`src/hw/rtl/eputc_pkg.sv`:
```
// ----------------------------------------------------------------------------
// eputc_pkg: shared types and constants of the epoch-to-UTC converter
// Pipeline depth, stage split, result structs and the month offset table.
// ----------------------------------------------------------------------------
package eputc_pkg;

	// total pipeline depth and depth of the seconds/days split front end
	localparam int NST      = 14;
	localparam int FRONT_ST = 3;

	// seconds within the day: 0..86399
	localparam int SOD_W = 17;

	// packed result width and the byte-padded stream width
	localparam int OUT_W       = 51;
	localparam int OUT_TDATA_W = ((OUT_W + 7) / 8) * 8;

	// month codes, 0 is January
	localparam logic [3:0] MON_JAN = 4'd0;
	localparam logic [3:0] MON_FEB = 4'd1;
	localparam logic [3:0] MON_MAR = 4'd2;
	localparam logic [3:0] MON_APR = 4'd3;
	localparam logic [3:0] MON_MAY = 4'd4;
	localparam logic [3:0] MON_JUN = 4'd5;
	localparam logic [3:0] MON_JUL = 4'd6;
	localparam logic [3:0] MON_AUG = 4'd7;
	localparam logic [3:0] MON_SEP = 4'd8;
	localparam logic [3:0] MON_OCT = 4'd9;
	localparam logic [3:0] MON_NOV = 4'd10;
	localparam logic [3:0] MON_DEC = 4'd11;

	// time of day
	typedef struct packed {
		logic [4:0] hour;
		logic [5:0] minute;
		logic [5:0] second;
	} hms_t;

	// calendar date
	typedef struct packed {
		logic [4:0]  mday;
		logic [3:0]  month;
		logic [11:0] years;
		logic [2:0]  wday;
		logic [8:0]  yday;
		logic        dst;
	} date_t;

	// first day of each month of a March-based year, counted from March 1st
	function automatic logic [8:0] mar_month_ofs(input logic [3:0] mp);
		logic [8:0] ofs;
		case (mp)
			4'd0:    ofs = 9'd0;
			4'd1:    ofs = 9'd31;
			4'd2:    ofs = 9'd61;
			4'd3:    ofs = 9'd92;
			4'd4:    ofs = 9'd122;
			4'd5:    ofs = 9'd153;
			4'd6:    ofs = 9'd184;
			4'd7:    ofs = 9'd214;
			4'd8:    ofs = 9'd245;
			4'd9:    ofs = 9'd275;
			4'd10:   ofs = 9'd306;
			4'd11:   ofs = 9'd337;
			default: ofs = 9'd0;
		endcase
		return ofs;
	endfunction

endpackage

```
`src/hw/rtl/eputc_daysplit.sv`:
```
// ----------------------------------------------------------------------------
// eputc_daysplit: seconds count to whole days and seconds of the day
// Three stages: reciprocal multiply, remainder, one-step correction.
// ----------------------------------------------------------------------------
module eputc_daysplit #(
	parameter int SECONDS_WIDTH = 36
) (
	input  logic                            clk,
	input  logic [eputc_pkg::FRONT_ST:1]    en,
	input  logic [SECONDS_WIDTH-1:0]        epoch_seconds,
	output logic [SECONDS_WIDTH-17:0]       days,
	output logic [eputc_pkg::SOD_W-1:0]     sod
);
	import eputc_pkg::*;

	// 86400 = 128 * 675: drop 7 bits, then divide by 675
	localparam int NW = SECONDS_WIDTH - 7;
	localparam int DW = SECONDS_WIDTH - 16;
	localparam int PW = NW + DW;
	localparam longint unsigned RECIP = (64'd1 << NW) / 675;

	logic [PW-1:0]   prod_s1;
	logic [10:0]     nlo_s1;
	logic [6:0]      lo_s1;
	logic [DW-1:0]   q_s2;
	logic [10:0]     r0_s2;
	logic [6:0]      lo_s2;
	logic [DW-1:0]   days_s3;
	logic [SOD_W-1:0] sod_s3;

	logic [NW-1:0]   n;
	logic [DW-1:0]   q0;
	logic            ge;
	logic [10:0]     rc;

	assign n  = epoch_seconds[SECONDS_WIDTH-1:7];
	assign q0 = prod_s1[PW-1:NW];
	assign ge = (r0_s2 >= 11'd675);
	assign rc = ge ? (r0_s2 - 11'd675) : r0_s2;

	// stage 1: floor reciprocal, quotient low by at most one
	always_ff @(posedge clk) begin
		if (en[1]) begin
			prod_s1 <= PW'(n) * PW'(RECIP);
			nlo_s1  <= n[10:0];
			lo_s1   <= epoch_seconds[6:0];
		end
	end

	// stage 2: remainder below 1350, so 11 low bits are exact
	always_ff @(posedge clk) begin
		if (en[2]) begin
			q_s2  <= q0;
			r0_s2 <= nlo_s1 - 11'(22'(q0[10:0]) * 22'd675);
			lo_s2 <= lo_s1;
		end
	end

	// stage 3: fix quotient, rebuild seconds of the day
	always_ff @(posedge clk) begin
		if (en[3]) begin
			days_s3 <= q_s2 + DW'(ge);
			sod_s3  <= {rc[9:0], lo_s2};
		end
	end

	assign days = days_s3;
	assign sod  = sod_s3;

endmodule

```
`src/hw/rtl/eputc_tod.sv`:
```
// ----------------------------------------------------------------------------
// eputc_tod: seconds of the day to hour, minute and second
// Four compute stages, then a delay line to line up with the date path.
// ----------------------------------------------------------------------------
module eputc_tod (
	input  logic                                          clk,
	input  logic [eputc_pkg::NST:eputc_pkg::FRONT_ST+1]   en,
	input  logic [eputc_pkg::SOD_W-1:0]                   sod,
	output eputc_pkg::hms_t                               hms
);
	import eputc_pkg::*;

	logic [4:0]       hour_s4;
	logic [SOD_W-1:0] sod_s4;
	logic [4:0]       hour_s5;
	logic [11:0]      rem_s5;
	logic [4:0]       hour_s6;
	logic [11:0]      rem_s6;
	logic [5:0]       min_s6;
	hms_t             hms_s [FRONT_ST+4:NST];

	logic [31:0] hprod;
	logic [23:0] mprod;

	// hour = sod / 3600, exact for sod below 86400
	assign hprod = 32'(sod) * 32'd37283;
	// minute = rem / 60, exact for rem below 3600
	assign mprod = 24'(rem_s5) * 24'd4370;

	always_ff @(posedge clk) begin
		if (en[FRONT_ST+1]) begin
			hour_s4 <= hprod[31:27];
			sod_s4  <= sod;
		end
		if (en[FRONT_ST+2]) begin
			hour_s5 <= hour_s4;
			rem_s5  <= 12'(sod_s4 - 17'(17'(hour_s4) * 17'd3600));
		end
		if (en[FRONT_ST+3]) begin
			hour_s6 <= hour_s5;
			rem_s6  <= rem_s5;
			min_s6  <= mprod[23:18];
		end
		if (en[FRONT_ST+4]) begin
			hms_s[FRONT_ST+4].hour   <= hour_s6;
			hms_s[FRONT_ST+4].minute <= min_s6;
			hms_s[FRONT_ST+4].second <= 6'(rem_s6 - 12'(12'(min_s6) * 12'd60));
		end
		// delay line to the output stage
		for (int s = FRONT_ST + 5; s <= NST; s++) begin
			if (en[s]) begin
				hms_s[s] <= hms_s[s-1];
			end
		end
	end

	assign hms = hms_s[NST];

endmodule

```
`src/hw/rtl/eputc_civil.sv`:
```
// ----------------------------------------------------------------------------
// eputc_civil: day count to Gregorian date, weekday and DST flag
// Days are rebased to 0000-03-01 and split into 400-year eras; the year and
// month inside the era come from constant reciprocal multiplies.
// ----------------------------------------------------------------------------
module eputc_civil #(
	parameter int SECONDS_WIDTH = 36
) (
	input  logic                                          clk,
	input  logic [eputc_pkg::NST:eputc_pkg::FRONT_ST+1]   en,
	input  logic [SECONDS_WIDTH-17:0]                     days,
	output eputc_pkg::date_t                              date
);
	import eputc_pkg::*;

	localparam int DW = SECONDS_WIDTH - 16;
	localparam int ZW = ((DW > 20) ? DW : 20) + 1;
	localparam int EW = ZW - 17;
	localparam int YW = EW + 10;
	localparam longint unsigned ERA_RECIP = (64'd1 << ZW) / 146097;
	// days from 0000-03-01 to 1970-01-01
	localparam int unsigned EPOCH_SHIFT = 719468;
	localparam int unsigned ERA_DAYS = 146097;

	localparam int C1 = FRONT_ST + 1;

	// stage registers
	logic [ZW-1:0] z_s4;
	logic [EW-1:0] era_s4;
	logic [18:0]   doe_s5;
	logic [EW-1:0] era_s5;
	logic [17:0]   doe_s6;
	logic [EW-1:0] era_s6;
	logic [17:0]   doe_s7;
	logic [EW-1:0] era_s7;
	logic [6:0]    q1460_s7;
	logic [1:0]    c3_s7;
	logic [5:0]    wsum_s7;
	logic [17:0]   x_s8;
	logic [17:0]   doe_s8;
	logic [EW-1:0] era_s8;
	logic [2:0]    wday_s8;
	logic [8:0]    yoe_s9;
	logic [17:0]   doe_s9;
	logic [EW-1:0] era_s9;
	logic [2:0]    wday_s9;
	logic [17:0]   dby_s10;
	logic [8:0]    yoe_s10;
	logic [17:0]   doe_s10;
	logic [EW-1:0] era_s10;
	logic [2:0]    wday_s10;
	logic [8:0]    doy_s11;
	logic [8:0]    yoe_s11;
	logic [EW-1:0] era_s11;
	logic [2:0]    wday_s11;
	logic [3:0]    mp_s12;
	logic [8:0]    doy_s12;
	logic [8:0]    yoe_s12;
	logic [EW-1:0] era_s12;
	logic [2:0]    wday_s12;
	logic [4:0]    mday_s13;
	logic [3:0]    month_s13;
	logic [8:0]    yc_s13;
	logic          jf_s13;
	logic [8:0]    doy_s13;
	logic [EW-1:0] era_s13;
	logic [2:0]    wday_s13;
	date_t         date_s14;

	// combinational terms
	logic [ZW-1:0]    z;
	logic [ZW+EW-1:0] eprod;
	logic             ege;
	logic [35:0]      p1460;
	logic [20:0]      wv;
	logic [5:0]       wsum;
	logic [3:0]       wfold;
	logic [35:0]      p365;
	logic [20:0]      p100;
	logic [10:0]      mv;
	logic [21:0]      pmp;
	logic             leap;
	logic [5:0]       wd8;
	logic             dst;

	// stage 1: rebase to March 1st of year 0, estimate the era
	assign z     = ZW'(days) + ZW'(EPOCH_SHIFT);
	assign eprod = (ZW+EW)'(z) * (ZW+EW)'(ERA_RECIP);

	always_ff @(posedge clk) begin
		if (en[C1]) begin
			z_s4   <= z;
			era_s4 <= eprod[ZW+EW-1:ZW];
		end
	end

	// stage 2: day of era, possibly one era too many
	always_ff @(posedge clk) begin
		if (en[C1+1]) begin
			doe_s5 <= 19'(z_s4) - 19'((EW+18)'(era_s4) * (EW+18)'(ERA_DAYS));
			era_s5 <= era_s4;
		end
	end

	// stage 3: correct era
	assign ege = (doe_s5 >= 19'(ERA_DAYS));

	always_ff @(posedge clk) begin
		if (en[C1+2]) begin
			doe_s6 <= ege ? 18'(doe_s5 - 19'(ERA_DAYS)) : doe_s5[17:0];
			era_s6 <= era_s5 + EW'(ege);
		end
	end

	// stage 4: leap corrections; weekday digit sum (8 = 1 mod 7)
	assign p1460 = 36'(doe_s6) * 36'd183861;
	assign wv    = 21'(doe_s6) + 21'd3;

	always_comb begin
		wsum = '0;
		for (int i = 0; i < 7; i++) begin
			wsum = wsum + 6'(wv[3*i +: 3]);
		end
	end

	always_ff @(posedge clk) begin
		if (en[C1+3]) begin
			q1460_s7 <= p1460[34:28];
			c3_s7    <= 2'(doe_s6 >= 18'd36524) + 2'(doe_s6 >= 18'd73048)
				+ 2'(doe_s6 >= 18'd109572);
			wsum_s7  <= wsum;
			doe_s7   <= doe_s6;
			era_s7   <= era_s6;
		end
	end

	// stage 5: leap-free day count; weekday final fold
	assign wfold = 4'(wsum_s7[5:3]) + 4'(wsum_s7[2:0]);

	always_ff @(posedge clk) begin
		if (en[C1+4]) begin
			x_s8    <= doe_s7 - 18'(q1460_s7) + 18'(c3_s7);
			wday_s8 <= (wfold >= 4'd7) ? 3'(wfold - 4'd7) : wfold[2:0];
			doe_s8  <= doe_s7;
			era_s8  <= era_s7;
		end
	end

	// stage 6: year of era = x / 365
	assign p365 = 36'(x_s8) * 36'd183860;

	always_ff @(posedge clk) begin
		if (en[C1+5]) begin
			yoe_s9  <= p365[34:26];
			doe_s9  <= doe_s8;
			era_s9  <= era_s8;
			wday_s9 <= wday_s8;
		end
	end

	// stage 7: days before that year within the era
	assign p100 = 21'(yoe_s9) * 21'd41;

	always_ff @(posedge clk) begin
		if (en[C1+6]) begin
			dby_s10  <= 18'(18'(yoe_s9) * 18'd365) + 18'(yoe_s9[8:2]) - 18'(p100[14:12]);
			yoe_s10  <= yoe_s9;
			doe_s10  <= doe_s9;
			era_s10  <= era_s9;
			wday_s10 <= wday_s9;
		end
	end

	// stage 8: day of the March-based year
	always_ff @(posedge clk) begin
		if (en[C1+7]) begin
			doy_s11  <= 9'(doe_s10 - dby_s10);
			yoe_s11  <= yoe_s10;
			era_s11  <= era_s10;
			wday_s11 <= wday_s10;
		end
	end

	// stage 9: March-based month = (5 * doy + 2) / 153
	assign mv  = 11'(11'(doy_s11) * 11'd5) + 11'd2;
	assign pmp = 22'(mv) * 22'd1714;

	always_ff @(posedge clk) begin
		if (en[C1+8]) begin
			mp_s12   <= pmp[21:18];
			doy_s12  <= doy_s11;
			yoe_s12  <= yoe_s11;
			era_s12  <= era_s11;
			wday_s12 <= wday_s11;
		end
	end

	// stage 10: day of month, calendar month, January/February roll
	always_ff @(posedge clk) begin
		if (en[C1+9]) begin
			mday_s13  <= 5'(doy_s12 - mar_month_ofs(mp_s12) + 9'd1);
			month_s13 <= (mp_s12 < 4'd10) ? (mp_s12 + 4'd2) : (mp_s12 - 4'd10);
			yc_s13    <= yoe_s12 + 9'(mp_s12 >= 4'd10);
			jf_s13    <= (mp_s12 >= 4'd10);
			doy_s13   <= doy_s12;
			era_s13   <= era_s12;
			wday_s13  <= wday_s12;
		end
	end

	// stage 11: day of year, year offset, daylight saving
	// era is a multiple of 400 years, so leap depends on the year of era alone
	assign leap = (yc_s13[1:0] == 2'd0) && (yc_s13 != 9'd100) && (yc_s13 != 9'd200)
		&& (yc_s13 != 9'd300);
	assign wd8  = 6'(wday_s13) + 6'd8;

	always_comb begin
		case (month_s13)
			MON_APR, MON_MAY, MON_JUN, MON_JUL, MON_AUG, MON_SEP, MON_OCT: begin
				dst = 1'b1;
			end
			MON_MAR: begin
				// previous Sunday on or after the 8th
				dst = (6'(mday_s13) >= wd8);
			end
			MON_NOV: begin
				// previous Sunday still in October
				dst = (mday_s13 <= 5'(wday_s13));
			end
			default: begin
				dst = 1'b0;
			end
		endcase
	end

	always_ff @(posedge clk) begin
		if (en[C1+10]) begin
			date_s14.mday  <= mday_s13;
			date_s14.month <= month_s13;
			date_s14.wday  <= wday_s13;
			date_s14.dst   <= dst;
			date_s14.yday  <= jf_s13 ? (doy_s13 - 9'd306) : (doy_s13 + 9'd59 + 9'(leap));
			date_s14.years <= 12'(YW'(era_s13) * YW'(400) + YW'(yc_s13) - YW'(1900));
		end
	end

	assign date = date_s14;

endmodule

```
`src/hw/rtl/epoch_seconds_to_utc_calendar.sv`:
```
// ----------------------------------------------------------------------------
// epoch_seconds_to_utc_calendar: epoch seconds to UTC calendar breakdown
// Fully pipelined converter from seconds since 1970-01-01 UTC to date,
// time of day, weekday, day of year and a US-style daylight-saving flag.
//
//   channel  | direction | payload
//   ---------+-----------+---------------------------------------------------
//   s_*      | in        | epoch_seconds
//   m_*      | out       | second, minute, hour, day_of_month, month,
//            |           | years_since_1900, weekday, day_of_year, dst_flag
//
// One transfer in per cycle while s_tready is high, one result per transfer;
// the register chain has 14 stages (3 for the day split, 11 for the date).
// Every stage has its own load enable: a stalled output holds its result
// while empty stages upstream keep filling, so s_tready drops only when all
// 14 stages are full. Reset clears the valid bits only.
// ----------------------------------------------------------------------------
module epoch_seconds_to_utc_calendar #(
	parameter int SECONDS_WIDTH = 36
) (
	input  logic                                   clk,
	input  logic                                   arst_n,
	input  logic                                   s_tvalid,
	output logic                                   s_tready,
	// [SECONDS_WIDTH-1:0] epoch_seconds, rest zero
	input  logic [((SECONDS_WIDTH+7)/8)*8-1:0]     s_tdata,
	output logic                                   m_tvalid,
	input  logic                                   m_tready,
	// [5:0] second, [11:6] minute, [16:12] hour, [21:17] day_of_month,
	// [25:22] month, [37:26] years_since_1900, [40:38] weekday,
	// [49:41] day_of_year, [50] dst_flag, [55:51] zero
	output logic [eputc_pkg::OUT_TDATA_W-1:0]      m_tdata
);
	import eputc_pkg::*;

	logic [NST:1]             vld_q;
	logic [NST:1]             en;
	logic [SECONDS_WIDTH-17:0] days;
	logic [SOD_W-1:0]         sod;
	hms_t                     hms;
	date_t                    date;

	localparam logic [NST:1] ONES = '1;

	// a stage may load when m_tready is high, or when it or some stage after it is empty
	always_comb begin
		for (int s = 1; s <= NST; s++) begin
			en[s] = m_tready || ((vld_q >> (s - 1)) != (ONES >> (s - 1)));
		end
	end

	// valid bits travel with the data
	always_ff @(posedge clk or negedge arst_n) begin
		if (!arst_n) begin
			vld_q <= '0;
		end else begin
			if (en[1]) begin
				vld_q[1] <= s_tvalid;
			end
			for (int s = 2; s <= NST; s++) begin
				if (en[s]) begin
					vld_q[s] <= vld_q[s-1];
				end
			end
		end
	end

	assign s_tready = en[1];
	assign m_tvalid = vld_q[NST];

	// seconds to days and seconds of the day
	eputc_daysplit #(
		.SECONDS_WIDTH (SECONDS_WIDTH)
	) u_daysplit (
		.clk           (clk),
		.en            (en[FRONT_ST:1]),
		.epoch_seconds (s_tdata[SECONDS_WIDTH-1:0]),
		.days          (days),
		.sod           (sod)
	);

	// time of day
	eputc_tod u_tod (
		.clk (clk),
		.en  (en[NST:FRONT_ST+1]),
		.sod (sod),
		.hms (hms)
	);

	// calendar date
	eputc_civil #(
		.SECONDS_WIDTH (SECONDS_WIDTH)
	) u_civil (
		.clk  (clk),
		.en   (en[NST:FRONT_ST+1]),
		.days (days),
		.date (date)
	);

	// output packing
	assign m_tdata = {(OUT_TDATA_W - OUT_W)'(0), date.dst, date.yday, date.wday,
		date.years, date.month, date.mday, hms.hour, hms.minute, hms.second};

	// back pressure only with a full pipeline
	assert property (@(posedge clk) disable iff (!arst_n) !s_tready |-> (&vld_q))
		else $error("input stalled while a pipeline stage is empty");

	// time of day in range
	assert property (@(posedge clk) disable iff (!arst_n)
		m_tvalid |-> (hms.hour < 5'd24 && hms.minute < 6'd60 && hms.second < 6'd60))
		else $error("time of day out of range");

	// date fields in range
	assert property (@(posedge clk) disable iff (!arst_n)
		m_tvalid |-> (date.month <= MON_DEC && date.mday != 5'd0 && date.wday < 3'd7
			&& date.yday < 9'd366))
		else $error("date field out of range");

	// January: day of year follows day of month
	assert property (@(posedge clk) disable iff (!arst_n)
		(m_tvalid && date.month == MON_JAN) |-> (date.yday == 9'(date.mday) - 9'd1))
		else $error("day of year inconsistent in January");

	// summer months always flagged, winter months never
	assert property (@(posedge clk) disable iff (!arst_n)
		m_tvalid |-> ((date.month >= MON_APR && date.month <= MON_OCT) ? date.dst
			: ((date.month == MON_MAR || date.month == MON_NOV) || !date.dst)))
		else $error("daylight saving flag wrong for month");

endmodule

```
`config.mk`:
```
export PLATFORM = sky130hd
export DESIGN_NAME = epoch_seconds_to_utc_calendar
export DESIGN_NICKNAME = d
export VERILOG_FILES = /design/src/hw/rtl/eputc_pkg.sv /design/src/hw/rtl/eputc_daysplit.sv /design/src/hw/rtl/eputc_tod.sv /design/src/hw/rtl/eputc_civil.sv /design/src/hw/rtl/epoch_seconds_to_utc_calendar.sv
export SDC_FILE = /design/constraint.sdc
export NUM_CORES = 2
export LEC_CHECK = 0
export ABC_AREA = 1
export BUFFER_PORTS_ARGS = -buffer_cell sky130_fd_sc_hd__buf_4
export CORE_AREA = 2 2 319 321
export DETAILED_ROUTE_END_ITERATION = 12
export DIE_AREA = 0 0 321 323
export PLACE_DENSITY_LB_ADDON = 0.12
export SLEW_MARGIN = 20
export SYNTH_ARGS = -nofsm -noshare
export SYNTH_HDL_FRONTEND = slang
export SYNTH_SLANG_ARGS = --single-unit
```
`constraint.sdc`:
```
create_clock -name clk -period 5.9 [get_ports clk]
set_input_delay 0.885 -clock clk [delete_from_list [all_inputs] [get_ports clk]]
set_output_delay 0.885 -clock clk [all_outputs]
set_load 0.03 [all_outputs]
```
==> results.txt <==
Main combinational cell family by area after synthesis: adder cells
First-pass GRT wire length: 197 mm
Clock Latency Late Sink: 640 ps
Fmax: 170 MHz
Die area: 0.104 mm^2
TritonCTS clock tree: yes
Netlist cell types: 64
Async S/R FF share, synth: 2.19%
Yosys warnings: 0
Post-synth EDFFs: 621
Startpoint types: flip-flop
Die height: 323 um
Worst path most repeated cell: ha_4
CTS buffer count: 71
Critical Path Start: u_civil.doy_s11[3]
RSZ-0062 raised after global routing: true
Max stage delay on crit path: 530 ps
Number of global-route vias before repair: 38.7k
Cells after Synth: 5,406
DP Wirelength: 101 mm
Area after DPL: 0.0618 mm^2
Starting Density: 58.3%
Post-synth top flop: edfxtp_1
Die X: 321 um
Clock skew: 39.7 ps
Synthesized flop and latch total: 640
Post-route cell area: 0.0649 mm^2
Final setup violation count: 0
P&R area growth vs syn: 10.5%
Final min period: 5900 ps
Commonest non-fill, non-tap cell in the layout: inv_1
GP Congestion: 0.928
Crit Path Class: flip-flop to flip-flop
Initial antenna violation count: 2
Vias per cell: 5.23
Hold_buf cts: 0
Seq/Total Area, Yosys: 32.5%
Crit share post-route: 99.9%
I/O pin cnt: 102
Drt wl/cell: 17.0 um
Initial detailed-routing violation count: 1,799
XOR/XNOR Fraction of Synth Area: 4.19%
Crit path DAT: 6440 ps
Total grt overflow: 0
Core area: 0.101 mm^2
Origin of the critical flop-to-flop path: u_civil.doy_s11[3]
Post-Syn Area per Cell: 10.9 um^2
Setup slack after layout: 3.51 ps
I/O Buffers: 92
Hold slack: 103 ps
Multi-input logic area: 0.0356 mm^2
Max cap viols: 0
Complex-gate fraction of the synthesized area: 5.76%
Max Slew Vio Count: 0
Htree depth: 3
Reg clk slew, reported paths: 60 ps
Max transition margin: 27.8%
Critical Path Fanout Max: 3
R2R cell count: 29
Pre-CTS WS: -267 ps
Post-synthesis cell area: 0.0587 mm^2
Reg area: 0.0191 mm^2
CTS root buf: clkbuf_16
Antenna viol nets, final: 0
Vias: 36.9k
Post-Route WL: 120 mm
CP endpoint kind: flip-flop
Largest net degree at the start of global routing: 55
Crit path max-delay cell type: fa_1
Mux share of post-synthesis cell area: 0.0384%
Maximum clock path buffer count: 3
Worst min-delay path class: input port to async pin
Most frequent cells in the layout: 1,152 x inv_1, 1,073 x ha_1, 621 x edfxtp_1
Post-Synth Adder-Cell Area: 41.9%
Final nets: 7,373
Status: completed
# DRC: 0
Total GRT Usage: 24.1%
Final hold viol count: 0
Share of post-route cells with drive strength above 1: 8.30%
Data required, critical path: 6440 ps
Rows: 117
Fillers: 7,994
Total clock sinks: 640
Worst-Margin Slew: 1080 ps
Simple-gate share of the synthesized area: 7.75%
Iteration count of the initial detailed-routing pass: 6
[flip-flops by register name (all words and copies together), names as in the netlist, 11 cells and up, named ones only]
register	flops
u_daysplit.prod_s1	20
u_daysplit.sod	17
u_daysplit.r0_s2	11
u_civil.doe_s7	18
u_daysplit.q_s2	20
u_tod.hms_s	136
u_civil.z_s4	19
u_daysplit.days	20
u_tod.rem_s5	12
u_civil.date	34
u_civil.doe_s5	19
u_civil.doe_s6	18
u_tod.sod_s4	12
vld_q	14
u_civil.x_s8	18
u_daysplit.nlo_s1	11
[routing by layer]
| metal | vias up | share of wire [%] | track usage [%] |
|---|---|---|---|
| li1 | 18383 | - | - |
| met1 | 17792 | 42 | 29.1 |
| met2 | 525 | 52 | 44.6 |
| met3 | 210 | 2.8 | 2.43 |
| met4 | 2 | 3.7 | 8.68 |
| met5 | - | 0.011 | 0 |
[Yosys cell counts, drive strengths merged, types with 2 or more instances]
| library cell | count | area share, % |
|---|---|---|
| o31ai | 5 | 0.064 |
| o21bai | 20 | 0.26 |
| nand4 | 33 | 0.38 |
| a21boi | 4 | 0.051 |
| a31oi | 27 | 0.29 |
| edfxtp | 621 | 32 |
| ha | 1102 | 23 |
| a22oi | 2 | 0.026 |
| a21oi | 279 | 2.4 |
| nor4 | 14 | 0.15 |
| and2 | 2 | 0.021 |
| and3 | 2 | 0.021 |
| o221ai | 3 | 0.045 |
| xor2 | 191 | 2.9 |
| nor3b | 2 | 0.026 |
| nor3 | 60 | 0.57 |
| o21a | 13 | 0.17 |
| mux2 | 2 | 0.038 |
| o2111ai | 7 | 0.10 |
| or2 | 8 | 0.085 |
| dfxtp | 5 | 0.17 |
| a31o | 2 | 0.030 |
| nor2 | 249 | 1.7 |
| nand3 | 122 | 1.1 |
| inv | 1168 | 7.5 |
| a211oi | 8 | 0.10 |
| xnor2 | 88 | 1.3 |
| fa | 541 | 18 |
| a221oi | 4 | 0.060 |
| nand3b | 3 | 0.038 |
| buf | 25 | 0.33 |
| a21o | 35 | 0.45 |
| nand2 | 550 | 3.6 |
| o211a | 2 | 0.034 |
| o211ai | 8 | 0.10 |
| dfrtp | 14 | 0.60 |
| o21ai | 174 | 1.5 |
[area by class of cell]
| type | count | share of cell area, % |
|---|---|---|
| flip-flops and latches | 640 | 29.4 |
| clock buffers | 79 | 2.80 |
| multi-input cells | 3576 | 54.8 |
| well taps | 1309 | 2.53 |
| clock inverters | 52 | 0.991 |
| diodes | 1 | 0.00386 |
| repair buffers | 229 | 2.67 |
| inverters | 1168 | 6.76 |
[critical path: cells and delay by family (launching register included)]
kind            cells  cell delay (ps)
xor+xnor            1              140
simple gates        8              640
flops               1              480
compound gates      5              960
buf+inv             6              400
fa+ha+maj           9             3200
[worst paths after layout]
check,endpoint,slack [ps]
setup / recovery,flip-flop,4
hold / removal,vld_q[14],100
setup reg to reg,flip-flop,4
hold reg to reg,u_civil.wday_s11[1],410
max in group asynchronous,vld_q[3],5560
min in group clk,u_civil.wday_s11[1],410
[metrics by stage]
| stage | cells | setup TNS, ps | util (%) |
|---|---|---|---|
| 6_report | 7054 | 0 | 64.4 |
| 5_1_grt | 7053 | -1420 | 64.4 |
| 4_1_cts | 7039 | 0 | 64.0 |
| 3_5_place_dp | 6906 | -1140 | 61.4 |
| 3_3_place_gp | 6906 | -568 | 61.4 |
| 2_1_floorplan | 5410 | 0 | - |
[repair_timing]
action                                  in CTS  in global routing
resized for setup                           21                 49
endpoints found under the setup margin       7                  8
buffers inserted                             2                 14
pin swaps                                   19                 44
cloned                                       0                  0
[cells by family (layout without fill, tap and decap cells)]
logic type      count (synthesis)  in the layout
buf+inv                      1194           1528
xor+xnor                      279            279
other cells                     1              6
compound gates                600            600
mux                             2              2
flops                         640            640
simple gates                 1047           1047
fa+ha+maj                    1643           1643
Power is left out: the tool's default activity adds up to more than one toggle a clock period on the data nets, which glitch-free logic cannot reach.
